$ cat src/rtl/cbts_pkg.sv
// ---------------------------------------------------------------------------
// cbts_pkg: shared types and constants for the CAN bit-timing search
// Field widths, search limits, status codes and the transfer structs.
// ---------------------------------------------------------------------------
`timescale 1ns / 1ps
`default_nettype none

package cbts_pkg;

    // Search limits
    localparam int NUM_PRESCALERS = 63;
    localparam int MIN_QUANTA     = 8;
    localparam int MAX_QUANTA     = 24;

    // Speed above this is bit/s, else kbit/s
    localparam int KBIT_LIMIT     = 5000;
    localparam int HZ_PER_MHZ     = 1000000;
    localparam int HZ_PER_KHZ     = 1000;

    // Field widths
    localparam int SPEED_W = 20;
    localparam int OSC_W   = 6;
    localparam int SJW_W   = 4;
    localparam int NUM_W   = 26;   // oscillator in Hz
    localparam int BASE_W  = 24;   // twice the bit rate
    localparam int DEN_W   = 30;   // base times (prescaler + 1)
    localparam int PRE_W   = 6;
    localparam int Q_W     = 5;
    localparam int SJWC_W  = 3;    // clamped jump width, 1..4
    localparam int PROD_W  = NUM_W + PRE_W + 1;

    // Status codes
    typedef enum logic [1:0] {
        ST_OK       = 2'd0,
        ST_NO_FIT   = 2'd1,
        ST_PH2_LONG = 2'd2,
        ST_PH2_SJW  = 2'd3
    } cbts_status_t;

    typedef struct packed {
        logic [SPEED_W-1:0] bus_speed;
        logic [OSC_W-1:0]   osc_mhz;
        logic [SJW_W-1:0]   jump_width;
    } cbts_in_t;

    typedef struct packed {
        logic [1:0]       status;
        logic [PRE_W-1:0] prescaler;
        logic [Q_W-1:0]   quanta_per_bit;
        logic [7:0]       cnf1_byte;
        logic [7:0]       cnf2_byte;
        logic [7:0]       cnf3_byte;
    } cbts_out_t;

    // Item travelling down the cell chain
    typedef struct packed {
        logic [NUM_W-1:0]  num;
        logic [BASE_W-1:0] base;
        logic [DEN_W-1:0]  den;
        logic [PRE_W-1:0]  pre;
        logic [SJWC_W-1:0] sjw;
        logic              found;
        logic [NUM_W-1:0]  best_r;
        logic [PRE_W-1:0]  best_p;
        logic [Q_W-1:0]    best_q;
    } cbts_item_t;

endpackage

`default_nettype wire

$ cat src/rtl/cbts_finish.sv
// ---------------------------------------------------------------------------
// cbts_finish: segment split and configuration byte packing
// Turns the winning candidate into status and the three timing bytes.
// ---------------------------------------------------------------------------
`timescale 1ns / 1ps
`default_nettype none

module cbts_finish
    import cbts_pkg::*;
(
    input  cbts_item_t item,
    output cbts_out_t  res
);

    logic [7:0]     x7;
    logic [15:0]    xs;
    logic [Q_W-1:0] sp, prop, ph1, ph2, sp_m1, ph1_m1, prop_m1, ph2_m1;
    logic [1:0]     sjw_m1;

    // floor(7q/10) via reciprocal, exact for 7q below 1024
    assign x7      = 8'(item.best_q) * 8'd7;
    assign xs      = 16'(x7) * 16'd205;
    assign sp      = Q_W'(xs >> 11);
    assign sp_m1   = sp - 1'b1;
    assign prop    = sp_m1 >> 1;
    assign ph1     = sp - prop - 1'b1;
    assign ph2     = item.best_q - sp;
    assign ph1_m1  = ph1 - 1'b1;
    assign prop_m1 = prop - 1'b1;
    assign ph2_m1  = ph2 - 1'b1;
    assign sjw_m1  = 2'(item.sjw - 1'b1);

    always_comb begin
        res = '0;
        if (!item.found) begin
            res.status = ST_NO_FIT;
        end else begin
            res.prescaler      = item.best_p;
            res.quanta_per_bit = item.best_q;
            if ((prop + ph1) < ph2) begin
                res.status = ST_PH2_LONG;
            end else if (ph2 <= Q_W'(item.sjw)) begin
                res.status = ST_PH2_SJW;
            end else begin
                res.status    = ST_OK;
                res.cnf1_byte = {sjw_m1, item.best_p};
                res.cnf2_byte = {2'b10, ph1_m1[2:0], prop_m1[2:0]};
                res.cnf3_byte = {5'b10000, ph2_m1[2:0]};
            end
        end
    end

endmodule

`default_nettype wire

$ cat config.mk
export PLATFORM = sky130hd
export DESIGN_NAME = cbts_finish
export DESIGN_NICKNAME = d
export VERILOG_FILES = /design/src/rtl/cbts_pkg.sv /design/src/rtl/cbts_finish.sv
export SDC_FILE = /design/constraint.sdc
export NUM_CORES = 1
export LEC_CHECK = 0
export BUFFER_PORTS_ARGS = -buffer_cell sky130_fd_sc_hd__buf_2
export CAP_MARGIN = 20
export CELL_PAD_IN_SITES_DETAIL_PLACEMENT = 0
export CELL_PAD_IN_SITES_GLOBAL_PLACEMENT = 1
export CORE_ASPECT_RATIO = 0.9
export CORE_MARGIN = 3
export CORE_UTILIZATION = 31
export DETAILED_ROUTE_END_ITERATION = 7
export PLACE_DENSITY = 0.88
export SYNTH_ARGS = -nofsm -noshare
export SYNTH_HDL_FRONTEND = slang
export SYNTH_SLANG_ARGS = --single-unit
$ cat constraint.sdc
create_clock -name vclk -period 17.1
set_input_delay 2.565 -clock vclk [all_inputs]
set_output_delay 2.565 -clock vclk [all_outputs]
set_load 0.01 [all_outputs]
==> flow_metrics.py, run 1 <==
metrics = {
    "route": {
        "drc": 0,
        "vias_per_cell": 4.57,
        "drtIter0Drc": 38,
        "vias": 1955,
        "wl_um": 4590,
        "firstDrtPassIters": 4,
        "wl_per_cell_um": 10.7,
        "antenna_left": 0,
    },
    "worst_hold_path": {
        "min_path_type": "in -> out",
    },
    "global_route": {
        "grt_overflow_total": 0,
        "antenna_found_initial": 0,
        "grt_pass1_wl_um": 8360,
        "grt_pass1_vias": 1943,
        "grt_max_degree": 15,
        "track_usage_pct": 10.4,
    },
    "setup_path": {
        "cp_slowest_cell": "fa_1",
        "crit_path_start_kind": "primary input",
        "worst_ep_arrival_time_ps": 11550,
        "cp-end-kind": "output pin",
        "crit_top_cell": "ha_1",
        "path_max_fanout": 12,
        "cpPeakStageDelay_ps": 540,
        "path_buf_inv": 4,
        "worst_ep_required_time_ps": 14530,
        "crit_family": "adder cells",
        "path_class": "in -> out",
    },
    "flow_run": {
        "max_cap_violations": 0,
    },
    "sta": {
        "tightest_slew_ps": 669,
        "fmax_mhz": 70.8,
        "slew_headroom_pct": 54.8,
        "tns_ps": 0,
        "slew_viol_final": 0,
        "whs_ps": 5410,
        "final_hold_viol_count": 0,
        "setup_viol": 0,
        "fin_crit_ps": 14120,
        "setup_ws_ps": 2980,
        "rsz0062_at_grt": "no",
        "fin_crit_sh_pct": 82.6,
    },
    "placed_design": {
        "dp_hpwl_um": 4130,
        "dpl_worst_slack_ps": 2910,
        "io_buffers": 47,
        "routabilityCongestion": 0.853,
    },
    "cells_and_area": {
        "area_growth_pct": 12.3,
        "finalCoreUtilization_pct": 36.1,
        "fillers": 818,
        "drive_gt1_share_pct": 17.5,
        "nets": 548,
        "register_area_um2": 0,
        "clkbuf_count": 0,
        "seq_cells": 0,
        "diodes": 0,
    },
    "synth": {
        "ys_types": 44,
        "synth_area_um2": 2440,
        "syn_inst": 291,
        "synth-seq-area-share_pct": 0,
        "synth_area_per_cell_um2": 8.38,
        "synth_warnings": 0,
    },
    "clock_tree": {
        "post_cts_buffers": 0,
        "postCtsResizedCells": 0,
        "postCtsHoldBufs": 0,
    },
    "floorplanning": {
        "io_pins": 164,
        "start_util_pct": 32.1,
        "dieArea_um2": 8960,
        "dieWidth_um": 99.5,
        "row_count": 30,
        "dieHeight_um": 90.1,
        "coreArea_um2": 7580,
    },
    "run_status": {
        "outcome": "complete, no violations",
    },
}
==> synthesized netlist by cell type, types with 2 or more instances <==
master	count	area (µm²)
nand4_1	2	12.5
xnor2_1	19	166
nand3_1	3	15.0
nor2b_1	5	31.3
and2_1	9	56.3
nor2_1	22	82.6
ha_1	71	888
a21oi_1	14	70.1
nand2b_1	2	12.5
xor2_1	12	105
a31oi_1	2	12.5
o21ai_0	4	20.0
nand2_1	9	33.8
o21a_1	3	22.5
o21ai_2	2	17.5
o21ai_1	2	10.0
fa_1	16	320
inv_1	53	199
o21bai_1	2	15.0
a21o_1	9	67.6
buf_4	6	45.0
or3_1	2	12.5
==> per-stage QoR <==
step,area (µm²),instances
after detailed placement,2740,428
after global placement,2740,428
after CTS,2740,428
after floorplan,2450,295
final,2740,428
after global routing,2740,428
==> cells in the final DEF, fill, tap and decap left out, drive strengths merged <==
cell type	synthesis	final
a211oi	1	1
a21bo	1	1
a21o	9	9
a21oi	14	14
a311oi	1	1
a31oi	2	2
and2	9	9
and2b	1	1
and3	1	1
buf	8	47
conb	1	5
fa	16	16
ha	71	71
inv	53	53
mux2i	1	1
nand2	9	9
nand2b	2	2
nand3	3	3
nand4	2	2
nand4b	1	1
nor2	23	23
nor2b	5	5
nor3	1	1
nor3b	1	1
o2111ai	1	1
o211ai	1	1
o21a	3	3
o21ai	9	9
o21bai	2	2
o41ai	1	1
or2	1	1
or3	2	2
xnor2	19	19
xnor3	1	1
xor2	13	13
==> logic make-up (layout without fill, tap and decap cells) <==
logic type / after synthesis / count (layout) / share of synthesized area (%)
fa+ha+maj: 87 / 87 / 49.6
compound gates: 45 / 45 / 13.6
other cells: 1 / 5 / 0.154
xor+xnor: 33 / 33 / 12.8
mux: 1 / 1 / 0.411
buf+inv: 63 / 100 / 11.0
simple gates: 61 / 61 / 12.5
==> layout make-up <==
type	instances	area (µm²)	area share, %
well taps	96	120	4.39
multi-input cells	232	2180	79.8
inverters	53	199	7.27
repair buffers	47	235	8.59
==> layer usage <==
layer / track usage (%) / routed length [µm]
met5: 0 / 0
met4: 0.228 / 0
met3: 0 / 134
met2: 18.6 / 2160
met1: 15.0 / 2300
==> worst paths after layout <==
check,cells past startpoint,to,slack (ps),from
worst min-delay path,3,res[22],5410,item[38]
worst max-delay path,37,res[2],2980,item[2]
Power of run 1 is not shown: default switching activity piles up to over one toggle a cycle in this logic, so the estimate is an artifact.
==> run 2: changes to the inputs <==
--- a/config.mk
+++ b/config.mk
@@ -11,9 +11,9 @@
 export CELL_PAD_IN_SITES_GLOBAL_PLACEMENT = 1
 export CORE_ASPECT_RATIO = 0.9
 export CORE_MARGIN = 3
-export CORE_UTILIZATION = 31
+export CORE_UTILIZATION = 30
 export DETAILED_ROUTE_END_ITERATION = 7
-export PLACE_DENSITY = 0.88
+export PLACE_DENSITY = 0.86
 export SYNTH_ARGS = -nofsm -noshare
 export SYNTH_HDL_FRONTEND = slang
 export SYNTH_SLANG_ARGS = --single-unit
==> constraint.sdc (replaced) <==
create_clock -name vclk -period 14.7
set_input_delay 2.205 -clock vclk [all_inputs]
set_output_delay 2.205 -clock vclk [all_outputs]
set_load 0.01 [all_outputs]
==> flow_metrics.py, run 2 (synthesized netlist as in run 1, its figures left out) <==
metrics = {
    "cells_and_area": {
        "diodes": 0,
        "multi_input_area_um2": 2180,
        "mostFrequentLayoutCell": "ha_1",
        "area_growth_pct": 12.3,
        "clkbuf_count": 0,
        "seq_cells": 0,
        "register_area_um2": 0,
        "layout_common_cells": "ha_1 (71), inv_1 (53), buf_2 (47), nor2_1 (22), xnor2_1 (19)",
        "fillers": 819,
        "nets": 548,
        "drive_gt1_share_pct": 17.5,
    },
    "setup_path": {
        "worst_ep_arrival_time_ps": 11160,
        "path_class": "in -> out",
        "crit_path_start_kind": "primary input",
        "startpoint": "item[2]",
        "crit_top_cell": "ha_1",
        "cpPeakStageDelay_ps": 550,
        "cp_slowest_cell": "fa_1",
        "path_max_fanout": 12,
        "crit_end": "res[9]",
        "worst_ep_required_time_ps": 12490,
        "cp-end-kind": "output pin",
    },
    "route": {
        "antenna_left": 0,
        "wl_um": 4720,
        "vias_per_cell": 4.57,
        "drc": 0,
        "vias": 1957,
        "wl_per_cell_um": 11.0,
        "firstDrtPassIters": 4,
        "drtIter0Drc": 37,
    },
    "floorplanning": {
        "io_pins": 164,
        "dieWidth_um": 101,
        "dieArea_um2": 9240,
        "dieHeight_um": 91.5,
        "start_util_pct": 31.5,
        "row_count": 30,
        "coreArea_um2": 7730,
    },
    "global_route": {
        "antenna_found_initial": 0,
        "use_met2_pct": 18.9,
        "grt_pass1_wl_um": 8670,
        "grt.busiest_layer": "met2",
        "use_met3_pct": 0.307,
        "grt_max_degree": 15,
        "grtUsageMet1_pct": 15.1,
        "grt_overflow_total": 0,
        "grt_pass1_vias": 1945,
        "track_usage_pct": 10.7,
    },
    "sta": {
        "final_hold_viol_count": 0,
        "tns_ps": 0,
        "slew_headroom_pct": 55.6,
        "rsz0062_at_grt": "no",
        "tightest_slew_ps": 658,
        "fmax_mhz": 74.8,
        "fin_crit_sh_pct": 90.9,
        "setup_viol": 0,
        "fin_crit_ps": 13360,
        "slew_viol_final": 0,
    },
    "placed_design": {
        "io_buffers": 47,
        "routabilityCongestion": 0.798,
        "dp_hpwl_um": 4240,
    },
    "flow_run": {
        "max_cap_violations": 0,
    },
    "worst_hold_path": {
        "min_path_type": "in -> out",
    },
    "run_status": {
        "outcome": "complete, no violations",
    },
    "clock_tree": {
        "postCtsResizedCells": 0,
        "postCtsHoldBufs": 0,
        "post_cts_buffers": 0,
    },
}
[run 2: cell counts in the layout (fill, tap and decap cells not counted)]
Identical to the previous run, type by type.
[run 2: stage by stage]
stage / worst slack [ps] / cell area, µm² / hold slack, ps / util (%) / cells
final: 1340 / 2740 / 4690 / 35.4 / 428
after global routing: 532 / 2740 / 4710 / 35.4 / 428
after CTS: 1190 / 2740 / 4690 / 35.4 / 428
after detailed placement: 1200 / 2740 / 4690 / 35.4 / 428
after global placement: 1270 / 2740 / 4690 / 35.4 / 428
after floorplan: 2390 / 2450 / 4460 / - / 295
[run 2: area by class of cell]
cell class / instances / area share, %
Inverter: 53 / 7.27
Timing Repair Buffer: 47 / 8.59
Multi-Input combinational cell: 232 / 79.8
Tap cell: 96 / 4.39
[run 2: metal layers]
metal  part of all wire (%)  routed length, µm
met2                     47               2240
met4                   0.72                 34
met5                      0                  0
met3                    3.1                146
met1                     49               2300
[run 2: worst max-delay path, delay by kind of cell]
family / cells / cell delay (ps)
fa+ha+maj: 12 / 4330
xor+xnor: 6 / 1580
compound gates: 9 / 1680
buf+inv: 4 / 480
simple gates: 6 / 870
[run 2: worst min path at each step]
stage | startpoint | endpoint | slack [ps] | cells past startpoint
floorplan | item[38] | res[22] | 4460 | 1
global placement | item[38] | res[22] | 4690 | 3
detailed placement | item[38] | res[22] | 4690 | 3
CTS | item[38] | res[22] | 4690 | 3
global route | item[38] | res[22] | 4710 | 3
finish | item[38] | res[22] | 4690 | 3
Power of run 2 is left out for the same reason.
