**config.mk**
```make
export PLATFORM = sky130hd
export DESIGN_NAME = cbts_cell
export DESIGN_NICKNAME = d
export VERILOG_FILES = /design/src/rtl/cbts_pkg.sv /design/src/rtl/cbts_cell.sv
export SDC_FILE = /design/constraint.sdc
export NUM_CORES = 1
export LEC_CHECK = 0
export BUFFER_PORTS_ARGS = -buffer_cell sky130_fd_sc_hd__buf_2
export CAP_MARGIN = 10
export CORE_ASPECT_RATIO = 1.5
export CORE_MARGIN = 8
export CORE_UTILIZATION = 35
export DETAILED_ROUTE_END_ITERATION = 10
export PLACE_DENSITY_LB_ADDON = 0.3
export SKIP_CTS_REPAIR_TIMING = 1
export SLEW_MARGIN = 10
export SYNTH_ARGS = -nofsm -noshare
export SYNTH_HDL_FRONTEND = slang
export SYNTH_SLANG_ARGS = --single-unit
export TNS_END_PERCENT = 5
```
**constraint.sdc**
```tcl
create_clock -name aclk -period 51.4 [get_ports aclk]
set_input_delay 7.71 -clock aclk [delete_from_list [all_inputs] [get_ports aclk]]
set_output_delay 7.71 -clock aclk [all_outputs]
set_load 0.02 [all_outputs]
```
**src/rtl/cbts_pkg.sv**
```systemverilog
// ---------------------------------------------------------------------------
// cbts_pkg: shared types and constants for the CAN bit-timing search
// Field widths, search limits, status codes and the transfer structs.
// ---------------------------------------------------------------------------
`timescale 1ns / 1ps
`default_nettype none

package cbts_pkg;

    // Search limits
    localparam int NUM_PRESCALERS = 63;
    localparam int MIN_QUANTA     = 8;
    localparam int MAX_QUANTA     = 24;

    // Speed above this is bit/s, else kbit/s
    localparam int KBIT_LIMIT     = 5000;
    localparam int HZ_PER_MHZ     = 1000000;
    localparam int HZ_PER_KHZ     = 1000;

    // Field widths
    localparam int SPEED_W = 20;
    localparam int OSC_W   = 6;
    localparam int SJW_W   = 4;
    localparam int NUM_W   = 26;   // oscillator in Hz
    localparam int BASE_W  = 24;   // twice the bit rate
    localparam int DEN_W   = 30;   // base times (prescaler + 1)
    localparam int PRE_W   = 6;
    localparam int Q_W     = 5;
    localparam int SJWC_W  = 3;    // clamped jump width, 1..4
    localparam int PROD_W  = NUM_W + PRE_W + 1;

    // Status codes
    typedef enum logic [1:0] {
        ST_OK       = 2'd0,
        ST_NO_FIT   = 2'd1,
        ST_PH2_LONG = 2'd2,
        ST_PH2_SJW  = 2'd3
    } cbts_status_t;

    typedef struct packed {
        logic [SPEED_W-1:0] bus_speed;
        logic [OSC_W-1:0]   osc_mhz;
        logic [SJW_W-1:0]   jump_width;
    } cbts_in_t;

    typedef struct packed {
        logic [1:0]       status;
        logic [PRE_W-1:0] prescaler;
        logic [Q_W-1:0]   quanta_per_bit;
        logic [7:0]       cnf1_byte;
        logic [7:0]       cnf2_byte;
        logic [7:0]       cnf3_byte;
    } cbts_out_t;

    // Item travelling down the cell chain
    typedef struct packed {
        logic [NUM_W-1:0]  num;
        logic [BASE_W-1:0] base;
        logic [DEN_W-1:0]  den;
        logic [PRE_W-1:0]  pre;
        logic [SJWC_W-1:0] sjw;
        logic              found;
        logic [NUM_W-1:0]  best_r;
        logic [PRE_W-1:0]  best_p;
        logic [Q_W-1:0]    best_q;
    } cbts_item_t;

endpackage

`default_nettype wire

```
**src/rtl/cbts_cell.sv**
```systemverilog
// ---------------------------------------------------------------------------
// cbts_cell: one prescaler candidate of the search chain
// Divides the oscillator count by the candidate divisor, keeps the better
// candidate and passes the item on to the next cell.
// ---------------------------------------------------------------------------
`timescale 1ns / 1ps
`default_nettype none

module cbts_cell
    import cbts_pkg::*;
(
    input  wire logic       aclk,
    input  wire logic       aresetn,
    input  wire logic       adv,
    input  wire logic       in_valid,
    input  cbts_item_t      in_item,
    output logic            out_valid,
    output cbts_item_t      out_item
);

    logic              valid_reg;
    cbts_item_t        item_reg, item_next;
    logic [35:0]       rem, dsh;
    logic [Q_W-1:0]    quo;
    logic              ovf, qual, better;
    logic [PRE_W:0]    pp1, best_pp1;
    logic [PROD_W-1:0] lhs, rhs;

    // Short quotient by restoring division, five steps
    always_comb begin
        ovf = ({10'd0, in_item.num} >= ({6'd0, in_item.den} << 5));
        rem = {10'd0, in_item.num};
        quo = '0;
        for (int k = Q_W - 1; k >= 0; k--) begin
            dsh = {6'd0, in_item.den} << k;
            if (rem >= dsh) begin
                rem    = rem - dsh;
                quo[k] = 1'b1;
            end
        end
    end

    // Fractions share the base, so compare r1*(p2+1) against r2*(p1+1)
    assign pp1      = {1'b0, in_item.pre} + 1'b1;
    assign best_pp1 = {1'b0, in_item.best_p} + 1'b1;
    assign lhs      = rem[NUM_W-1:0] * best_pp1;
    assign rhs      = in_item.best_r * pp1;

    assign qual   = (in_item.den != '0) && !ovf
                 && (quo >= Q_W'(MIN_QUANTA)) && (quo <= Q_W'(MAX_QUANTA));
    assign better = !in_item.found || (lhs < rhs);

    always_comb begin
        item_next     = in_item;
        item_next.den = in_item.den + {{(DEN_W-BASE_W){1'b0}}, in_item.base};
        item_next.pre = in_item.pre + 1'b1;
        if (qual && better) begin
            item_next.found  = 1'b1;
            item_next.best_r = rem[NUM_W-1:0];
            item_next.best_p = in_item.pre;
            item_next.best_q = quo;
        end
    end

    always_ff @(posedge aclk) begin
        if (!aresetn) begin
            valid_reg <= 1'b0;
        end else if (adv) begin
            valid_reg <= in_valid;
        end
    end

    always_ff @(posedge aclk) begin
        if (adv) begin
            item_reg <= item_next;
        end
    end

    assign out_valid = valid_reg;
    assign out_item  = item_reg;

endmodule

`default_nettype wire

```
==> flow_summary.json, run 1 <==
{
  "fin_skew_ns": 0,
  "criticalPathCategory": "in -> reg",
  "p_comb_share_pct": 84.1,
  "overflow": 0,
  "power.leakage_uw": 0.0143,
  "cts-root-buf": "clkbuf_16",
  "hold_depth": 2,
  "final_nets": 4066,
  "seq_area_frac_synth_pct": 14.5,
  "drt_iter0_markers": 1211,
  "switchingPower_uw": 829,
  "grt_pass1_wl_mm": 128,
  "ys.flop_type": "edfxtp_1",
  "peakVddDrop_v": 0.0000412,
  "num-fill-cells": 7790,
  "status": "finished, final reports clean",
  "power.density_nw_per_um2": 55.3,
  "ys_ff_latch": 128,
  "end_kind": "register",
  "path_max_fanout": 46,
  "h-tree-depth": 4,
  "die_w_um": 240,
  "postLayoutCoreUtil_pct": 39.4,
  "die-area_um2": 84600,
  "setup_viol": 0,
  "arrival_ns": 32.99,
  "max_clock_freq_mhz": 30.5,
  "cts_sinks": 128,
  "timing.rr.start": "out_valid",
  "setup-tns-final_ns": 0,
  "synth_top_cell_by_area": "fa_1",
  "synth_cell_types": 89,
  "gp_congestion": 0.996,
  "drive_above_1_share_pct": 12.4,
  "hp-class": "reg -> reg",
  "timing.final.crit_share_pct": 63.7,
  "synth-edff-count": 127,
  "start_util_pct": 35.3,
  "ys_warn_count": 0,
  "routed_via_density": 5.30,
  "cpMostUsedCell": "ha_1",
  "syn-num-nets": 3830,
  "grt_util_all_layers_pct": 19.0,
  "worst_ep_required_time_ns": 51.64,
  "clk_pin_slew_ns": 0.07,
  "core_area_um2": 74800,
  "postRouteAntennaNets": 0,
  "first_global_vias": 24000,
  "period_needed_ns": 32.75,
  "min_to": "out_valid",
  "slew_headroom_pct": 27.3,
  "die_h_um": 352,
  "r2r-end": "out_valid",
  "intPower_uw": 799,
  "grt_antenna_before_repair": 2,
  "grt_max_degree": 66,
  "area_growth_pct": 11.7,
  "reg2reg_slack_ns": 50.81,
  "synth_top_area_share_pct": 18.5,
  "final_cell_mix": "361 x inv_1, 355 x nand2_1, 323 x ha_1",
  "syn_avg_cell_area_um2": 8.42,
  "hold_viol": 0,
  "final-seq-area_um2": 3830,
  "p_seq_share_pct": 8.0,
  "slew_violations": 0,
  "dp_hpwl_mm": 68.6,
  "maxCapViolCount": 0,
  "avgRoutedWirePerCell_um": 18.6,
  "worst_path_max_delay_cell": "o31ai_1",
  "drc_errors": 0,
  "multiInputGateArea_um2": 21000,
  "cts_buffers": 17,
  "p_sw_share_pct": 50.9,
  "crit_path_start": "in_item[48]",
  "max_slew.worst_pin.slew_ns": 1.09,
  "cts_tree": "built",
  "synthArstFlopShare_pct": 0,
  "vias": 23200,
  "insertion_delay_ns": 0.48,
  "clk_path_buf_depth": 2,
  "rsz0062_at_grt": "false",
  "rows": 123,
  "portBuffers": 258,
  "critPathLaunchType": "input port",
  "final_common_cell": "inv_1",
  "rr_worst_depth": 2,
  "syn_inst": 3132,
  "p_clk_share_pct": 7.9,
  "critPathMaxStageDelay_ns": 0.89,
  "routed_wl_mm": 81.3,
  "synth.area.top_cells": "fa_1 19%, ha_1 15%, edfxtp_1 14%",
  "syn_area_um2": 26400,
  "worstHoldStart": "out_valid",
  "drt-pass1-iter-count": 5,
  "io_pins": 259
}
synthesized netlist by cell type, types with 6 or more instances:
cell type  count
inv_1        361
nand2_1      355
ha_1         323
nor2_1       280
fa_1         244
a21oi_1      220
o21ai_0      139
edfxtp_1     127
xnor2_1      124
nand3_1       69
xor2_1        67
a21o_1        65
nor2b_1       57
nor3_1        54
clkbuf_1      47
nand2b_1      47
o21a_1        45
and3_1        36
and2_1        35
nand4_1       34
mux2_2        31
o21bai_1      31
mux2i_1       28
or2_2         28
nor4_1        20
a211oi_1      17
o31ai_1       17
a31oi_1       16
or3_1         16
mux2_4        14
a21boi_0      11
a211o_1       10
o211ai_1      10
o21ai_1        9
o31a_1         8
mux2_1         7
nor3b_1        7
o22ai_1        7
a41oi_1        6
buf_1          6
nand3b_1       6
worst max path at each step:
stage                         endpoint  slack, ns  cells past startpoint
final                      out_item[0]      18.65                     95
after global routing       out_item[7]      16.60                     98
after global placement     out_item[0]      18.55                     92
after detailed placement   out_item[6]      18.21                     99
after CTS                  out_item[6]      18.63                     95
after floorplan           out_item[10]      22.63                     99
logic make-up (layout without fill, tap and decap cells):
family | Yosys count | in the layout | synth area share (%)
adder cells (fa/ha/maj) | 567 | 567 | 33.8
multiplexers | 80 | 80 | 3.48
other | 0 | 1 | 0
AND/OR/NAND/NOR | 1062 | 1062 | 18.9
buffers and inverters | 424 | 673 | 6.19
XOR/XNOR | 191 | 191 | 6.34
AO/OA/AOI/OAI | 680 | 680 | 16.8
flip-flops | 128 | 128 | 14.5
area by class of cell:
class,count,share of cell area [%]
sequential,128,13.0
multi-input combinational,2580,71.2
inverter,361,4.60
antenna,1,0.00849
tap,1000,4.25
timing repair buffer,280,4.96
clock inverter,13,0.429
clock buffer,19,1.54
critical path, delay by kind of cell:
kind	cells	cell delay [ns]
XOR/XNOR	1	0.09
AO/OA/AOI/OAI	41	10.48
AND/OR/NAND/NOR	29	5.80
adder cells (fa/ha/maj)	11	4.52
buffers and inverters	10	2.69
multiplexers	3	1.54
stage by stage:
step                      std cells  setup slack (ns)  area (um2)  hold WS (ns)  power, uW
after floorplan                3132             22.63       26400         0.589       1200
after global placement         4349             18.55       28900         0.514       1500
after detailed placement       4349             18.21       28900         0.519       1510
after CTS                      4381             18.63       29500         0.535       1650
after global routing           4381             16.60       29500         0.576       1860
final                          4382             18.65       29500         0.528       1630
per-layer routing:
layer  global-route usage, %  vias up  wire length [um]
li1                        -    11300                 -
met1                    21.5    11200             32400
met2                    35.0      576             41700
met3                    2.67      122              3890
met4                    8.42        2              3310
met5                       0        -                13
power groups by stage:
stage          clock network, uW  registers, uW  logic, uW
2_1_floorplan                  0            145       1050
3_3_place_gp                   0            132       1370
3_5_place_dp                   0            132       1380
4_1_cts                      133            130       1390
5_1_grt                      135            131       1600
6_report                     129            130       1370
sequential cells by signal (all words and copies together) (netlist names):
name / count
out_item: 127
out_valid: 1
No activity file was read; power rests on OpenSTA's default activity.
==> inputs of run 2 (changes only) <==
==> constraint.sdc (replaced) <==
create_clock -name aclk -period 27.5 [get_ports aclk]
set_input_delay 4.125 -clock aclk [delete_from_list [all_inputs] [get_ports aclk]]
set_output_delay 4.125 -clock aclk [all_outputs]
set_load 0.02 [all_outputs]
==> run 2 against run 1 <==
Effect of this change:
- worst setup slack got worse by 17 ns
- cell area increased by 2.5%
- critical path depth increased by 1
- sequential share of layout area decreased by 0.32 points
- global-route usage increased by 0.51 points
- sequential power increased by 87%
- utilization increased by 0.99 points
- final cell count increased by 1.8%
- largest cell class unchanged
- non-clock buffer count increased by 81
- combinational power increased by 88%
- register-to-register slack got worse by 24 ns
- total power increased by 89%
==> flow_summary.json, run 2 (synthesis gave the netlist of run 1 again) <==
{
  "worst_path_max_delay_cell": "a31oi_1",
  "clk_path_buf_depth": 2,
  "cpMostUsedCell": "a21oi_1",
  "num-fill-cells": 7727,
  "drive_above_1_share_pct": 14.8,
  "overflow": 0,
  "max_slew.worst_pin.slew_ns": 1.16,
  "largest_reg_flops": 127,
  "place_area_um2": 29500,
  "power.density_nw_per_um2": 102,
  "end_kind": "register",
  "rows": 123,
  "final_cell_mix": "361 x inv_1, 354 x nand2_1, 323 x ha_1",
  "worst_ep_required_time_ns": 27.74,
  "vias": 23600,
  "setup_viol": 0,
  "critPathLaunchType": "input port",
  "final_common_cell": "inv_1",
  "timing.final.crit_share_pct": 93.9,
  "clk_pin_slew_ns": 0.07,
  "grt_max_degree": 73,
  "grt_pass1_wl_mm": 131,
  "grt_antenna_before_repair": 1,
  "max_clock_freq_mhz": 38.7,
  "reg2reg_slack_ns": 26.90,
  "critical-path-top-delay-family": "compound AO/OA/AOI/OAI gates",
  "slew_headroom_pct": 21.9,
  "core_area_um2": 74800,
  "postRouteAntennaNets": 0,
  "cts_buffers": 17,
  "first_global_vias": 24500,
  "start_util_pct": 35.3,
  "drt-pass1-iter-count": 7,
  "final_area_um2": 30200,
  "die-area_um2": 84600,
  "cts_sinks": 128,
  "path_max_fanout": 31,
  "portBuffers": 258,
  "dp_hpwl_mm": 70.3,
  "hp-class": "reg -> reg",
  "postLayoutCoreUtil_pct": 40.4,
  "criticalPathCategory": "in -> reg",
  "power.leakage_uw": 0.0147,
  "routed_via_density": 5.29,
  "peakVddDrop_v": 0.0000733,
  "cts_tree": "built",
  "critPathMaxStageDelay_ns": 0.82,
  "io_pins": 259,
  "area_growth_pct": 14.5,
  "setup-tns-final_ns": 0,
  "insertion_delay_ns": 0.49,
  "gp_congestion": 0.928,
  "drc_errors": 0,
  "die_w_um": 240,
  "final_nets": 4148,
  "maxCapViolCount": 0,
  "rsz0062_at_grt": "false",
  "hold_viol": 0,
  "routed_wl_mm": 83.8,
  "period_needed_ns": 25.82,
  "slew_violations": 0,
  "avgRoutedWirePerCell_um": 18.8,
  "h-tree-depth": 4,
  "antenna_cells": 0,
  "status": "finished, final reports clean",
  "critPathBufInv": 8,
  "cts-root-buf": "clkbuf_16",
  "die_h_um": 352,
  "fin_skew_ns": 0,
  "grt_util_all_layers_pct": 19.5,
  "arrival_ns": 26.07,
  "drt_iter0_markers": 1338
}
## run 2: metrics by stage
step,setup slack [ns],total power [uW],std cells,hold WS [ns]
after floorplan,2.32,2240,3132,0.589
after global placement,0.765,2820,4430,0.520
after detailed placement,0.465,2830,4430,0.509
after CTS,0.921,3120,4462,0.534
after global routing,0.0273,3500,4463,0.569
final,1.68,3080,4463,0.539
## run 2: final timing paths
check,from,end,cells past startpoint
setup / recovery,in_item[63],out_item[31],96
hold / removal,out_valid,out_valid,2
setup reg to reg,out_valid,out_valid,2
hold reg to reg,out_valid,out_valid,2
## run 2: cell type report
type / instances / area (um2) / share of cell area (%)
clock inverter: 15 / 196 / 0.650
inverter: 361 / 1360 / 4.49
sequential: 128 / 3830 / 12.7
multi-input combinational: 2581 / 21000 / 69.7
clock buffer: 17 / 425 / 1.41
timing repair buffer: 361 / 2100 / 6.94
tap: 1000 / 1250 / 4.14
## run 2: tightest hold or removal path: stages, from the launching register on
cell	delay (ns)
dfxtp_1	0.31
mux2i_1	0.12
nor2b_1	0.06
## run 2: metal layers
metal	vias up	track usage [%]	part of all wire, %
met5	-	0	0.016
met4	2	8.22	4.0
met3	130	2.49	4.4
met2	588	36.4	52
met1	11400	21.9	40
li1	11500	-	-
## run 2: where the power goes
part / total, uW / internal [uW] / leakage, uW / switching (uW)
Combinational: 2580 / 1150 / 0.0132 / 1430
Sequential: 243 / 237 / 0.00125 / 5.44
Clock: 262 / 145 / 0.000302 / 117
Total: 3080 / 1530 / 0.0147 / 1550
==> inputs of run 3 (changes only) <==
==> constraint.sdc (replaced) <==
create_clock -name aclk -period 31.3 [get_ports aclk]
set_input_delay 4.695 -clock aclk [delete_from_list [all_inputs] [get_ports aclk]]
set_output_delay 4.695 -clock aclk [all_outputs]
set_load 0.02 [all_outputs]
==> run 3 against run 2 <==
Effect of this change:
- utilization down 0.81 points
- via count down 1.4%
- total power is 13% lower
- global-route usage is 0.35 points lower
- worst setup slack gained 0.14 ns
- routed wire length fell by 2.0%
- register-to-register slack improved by 3.8 ns
- count of clock-buffer cells in the layout did not move
==> flow_summary.json, run 3 (synthesis gave the netlist of run 1 again) <==
{
  "status": "finished, final reports clean",
  "path_max_fanout": 25,
  "setup-tns-final_ns": 0,
  "postRouteAntennaNets": 0,
  "die-area_um2": 84600,
  "grt_antenna_before_repair": 0,
  "power.density_nw_per_um2": 90.8,
  "worstHoldStart": "out_valid",
  "overflow": 0,
  "rr_worst_depth": 2,
  "arrival_ns": 29.73,
  "die_w_um": 240,
  "slew_headroom_pct": 22.3,
  "slew_violations": 0,
  "total_power_uw": 2690,
  "cts_buffers": 17,
  "largest_reg_flops": 127,
  "max_clock_freq_mhz": 33.9,
  "timing.final.crit_share_pct": 94.2,
  "grt_util_all_layers_pct": 19.2,
  "criticalPathCategory": "in -> reg",
  "die_h_um": 352,
  "critPathMaxStageDelay_ns": 0.76,
  "area_growth_pct": 12.2,
  "cts-root-buf": "clkbuf_16",
  "power.leakage_uw": 0.0144,
  "avgRoutedWirePerCell_um": 18.7,
  "hold_depth": 2,
  "drt_iter0_markers": 1341,
  "num-fill-cells": 7706,
  "start_util_pct": 35.3,
  "clk_pin_slew_ns": 0.06,
  "worst_ep_required_time_ns": 31.55,
  "routed_wl_mm": 82.0,
  "max_slew.worst_pin.slew_ns": 1.16,
  "final_common_cell": "inv_1",
  "insertion_delay_ns": 0.49,
  "maxCapViolCount": 0,
  "drt-pass1-iter-count": 5,
  "h-tree-depth": 4,
  "final_area_um2": 29600,
  "clk_path_buf_depth": 2,
  "cpMostUsedCell": "a21oi_1",
  "grt_max_degree": 69,
  "dp_hpwl_mm": 69.3,
  "fin_skew_ns": 0,
  "final_nets": 4078,
  "io_pins": 259,
  "first_global_vias": 24100,
  "peakVddDrop_v": 0.0000633,
  "final_cell_mix": "361 x inv_1, 355 x nand2_1, 323 x ha_1",
  "vias": 23300,
  "routed_via_density": 5.30,
  "cts_tree": "built",
  "hp-class": "reg -> reg",
  "rows": 123,
  "timing.rr.start": "out_valid",
  "setup_viol": 0,
  "cts_sinks": 128,
  "drc_errors": 0,
  "gp_congestion": 0.963,
  "end_kind": "register",
  "core_area_um2": 74800,
  "period_needed_ns": 29.48,
  "place_area_um2": 29000,
  "critPathLaunchType": "input port",
  "crit_path_start": "in_item[48]",
  "rsz0062_at_grt": "false",
  "grt_pass1_wl_mm": 129,
  "portBuffers": 258,
  "drive_above_1_share_pct": 12.8,
  "worst_path_max_delay_cell": "o21ai_4",
  "hold_viol": 0
}
## run 3: cell count changes in the layout (fill, tap and decap cells not counted), sizes merged
| cell | previous run | this run |
|---|---|---|
| buf | 361 | 292 |
| clkinvlp | 1 | 2 |
| clkinv | 4 | 3 |
| diode | 0 | 1 |
| o21ai | 151 | 150 |
## run 3: cell type report
class / count / area, um2 / share of cell area (%)
flip-flops and latches: 128 / 3830 / 13.0
inverters: 361 / 1360 / 4.58
well taps: 1000 / 1250 / 4.23
multi-input cells: 2580 / 21000 / 70.9
repair buffers: 292 / 1550 / 5.25
clock inverters: 15 / 198 / 0.668
diodes: 1 / 2.50 / 0.00845
clock buffers: 17 / 425 / 1.44
## run 3: layer usage
layer	share of wire [%]	track usage [%]	routed length (um)
met1	40	21.6	32600
met2	52	36.0	43100
met4	3.3	7.39	2700
met5	0	0	0
met3	4.5	2.47	3730
## run 3: where the power goes
part	switching [uW]	internal, uW	total (uW)
registers	4.60	208	213
clock network	99.4	128	227
logic	1250	992	2250
## run 3: worst paths after layout
kind | endpoint | slack, ns
worst max-delay path | out_item[12] | 1.82
worst min-delay path | out_valid | 0.53
worst max register to register | out_valid | 30.71
worst min register to register | out_valid | 0.53
## run 3: through the flow
stage | cells | worst slack, ns | hold WS [ns] | utilization, %
final | 4394 | 1.82 | 0.530 | 39.6
after global routing | 4393 | 0.0790 | 0.604 | 39.6
after CTS | 4393 | 1.67 | 0.534 | 39.6
after detailed placement | 4361 | 1.18 | 0.513 | 38.7
after global placement | 4361 | 1.57 | 0.520 | 38.7
after floorplan | 3132 | 5.55 | 0.589 | -
## run 3: worst max-delay path, delay by kind of cell
kind            cells  cell delay [ns]
buf+inv             7             1.44
compound gates     40            11.16
mux                 4             1.43
simple gates       27             6.09
fa+ha+maj          11             4.61
xor+xnor            2             0.16
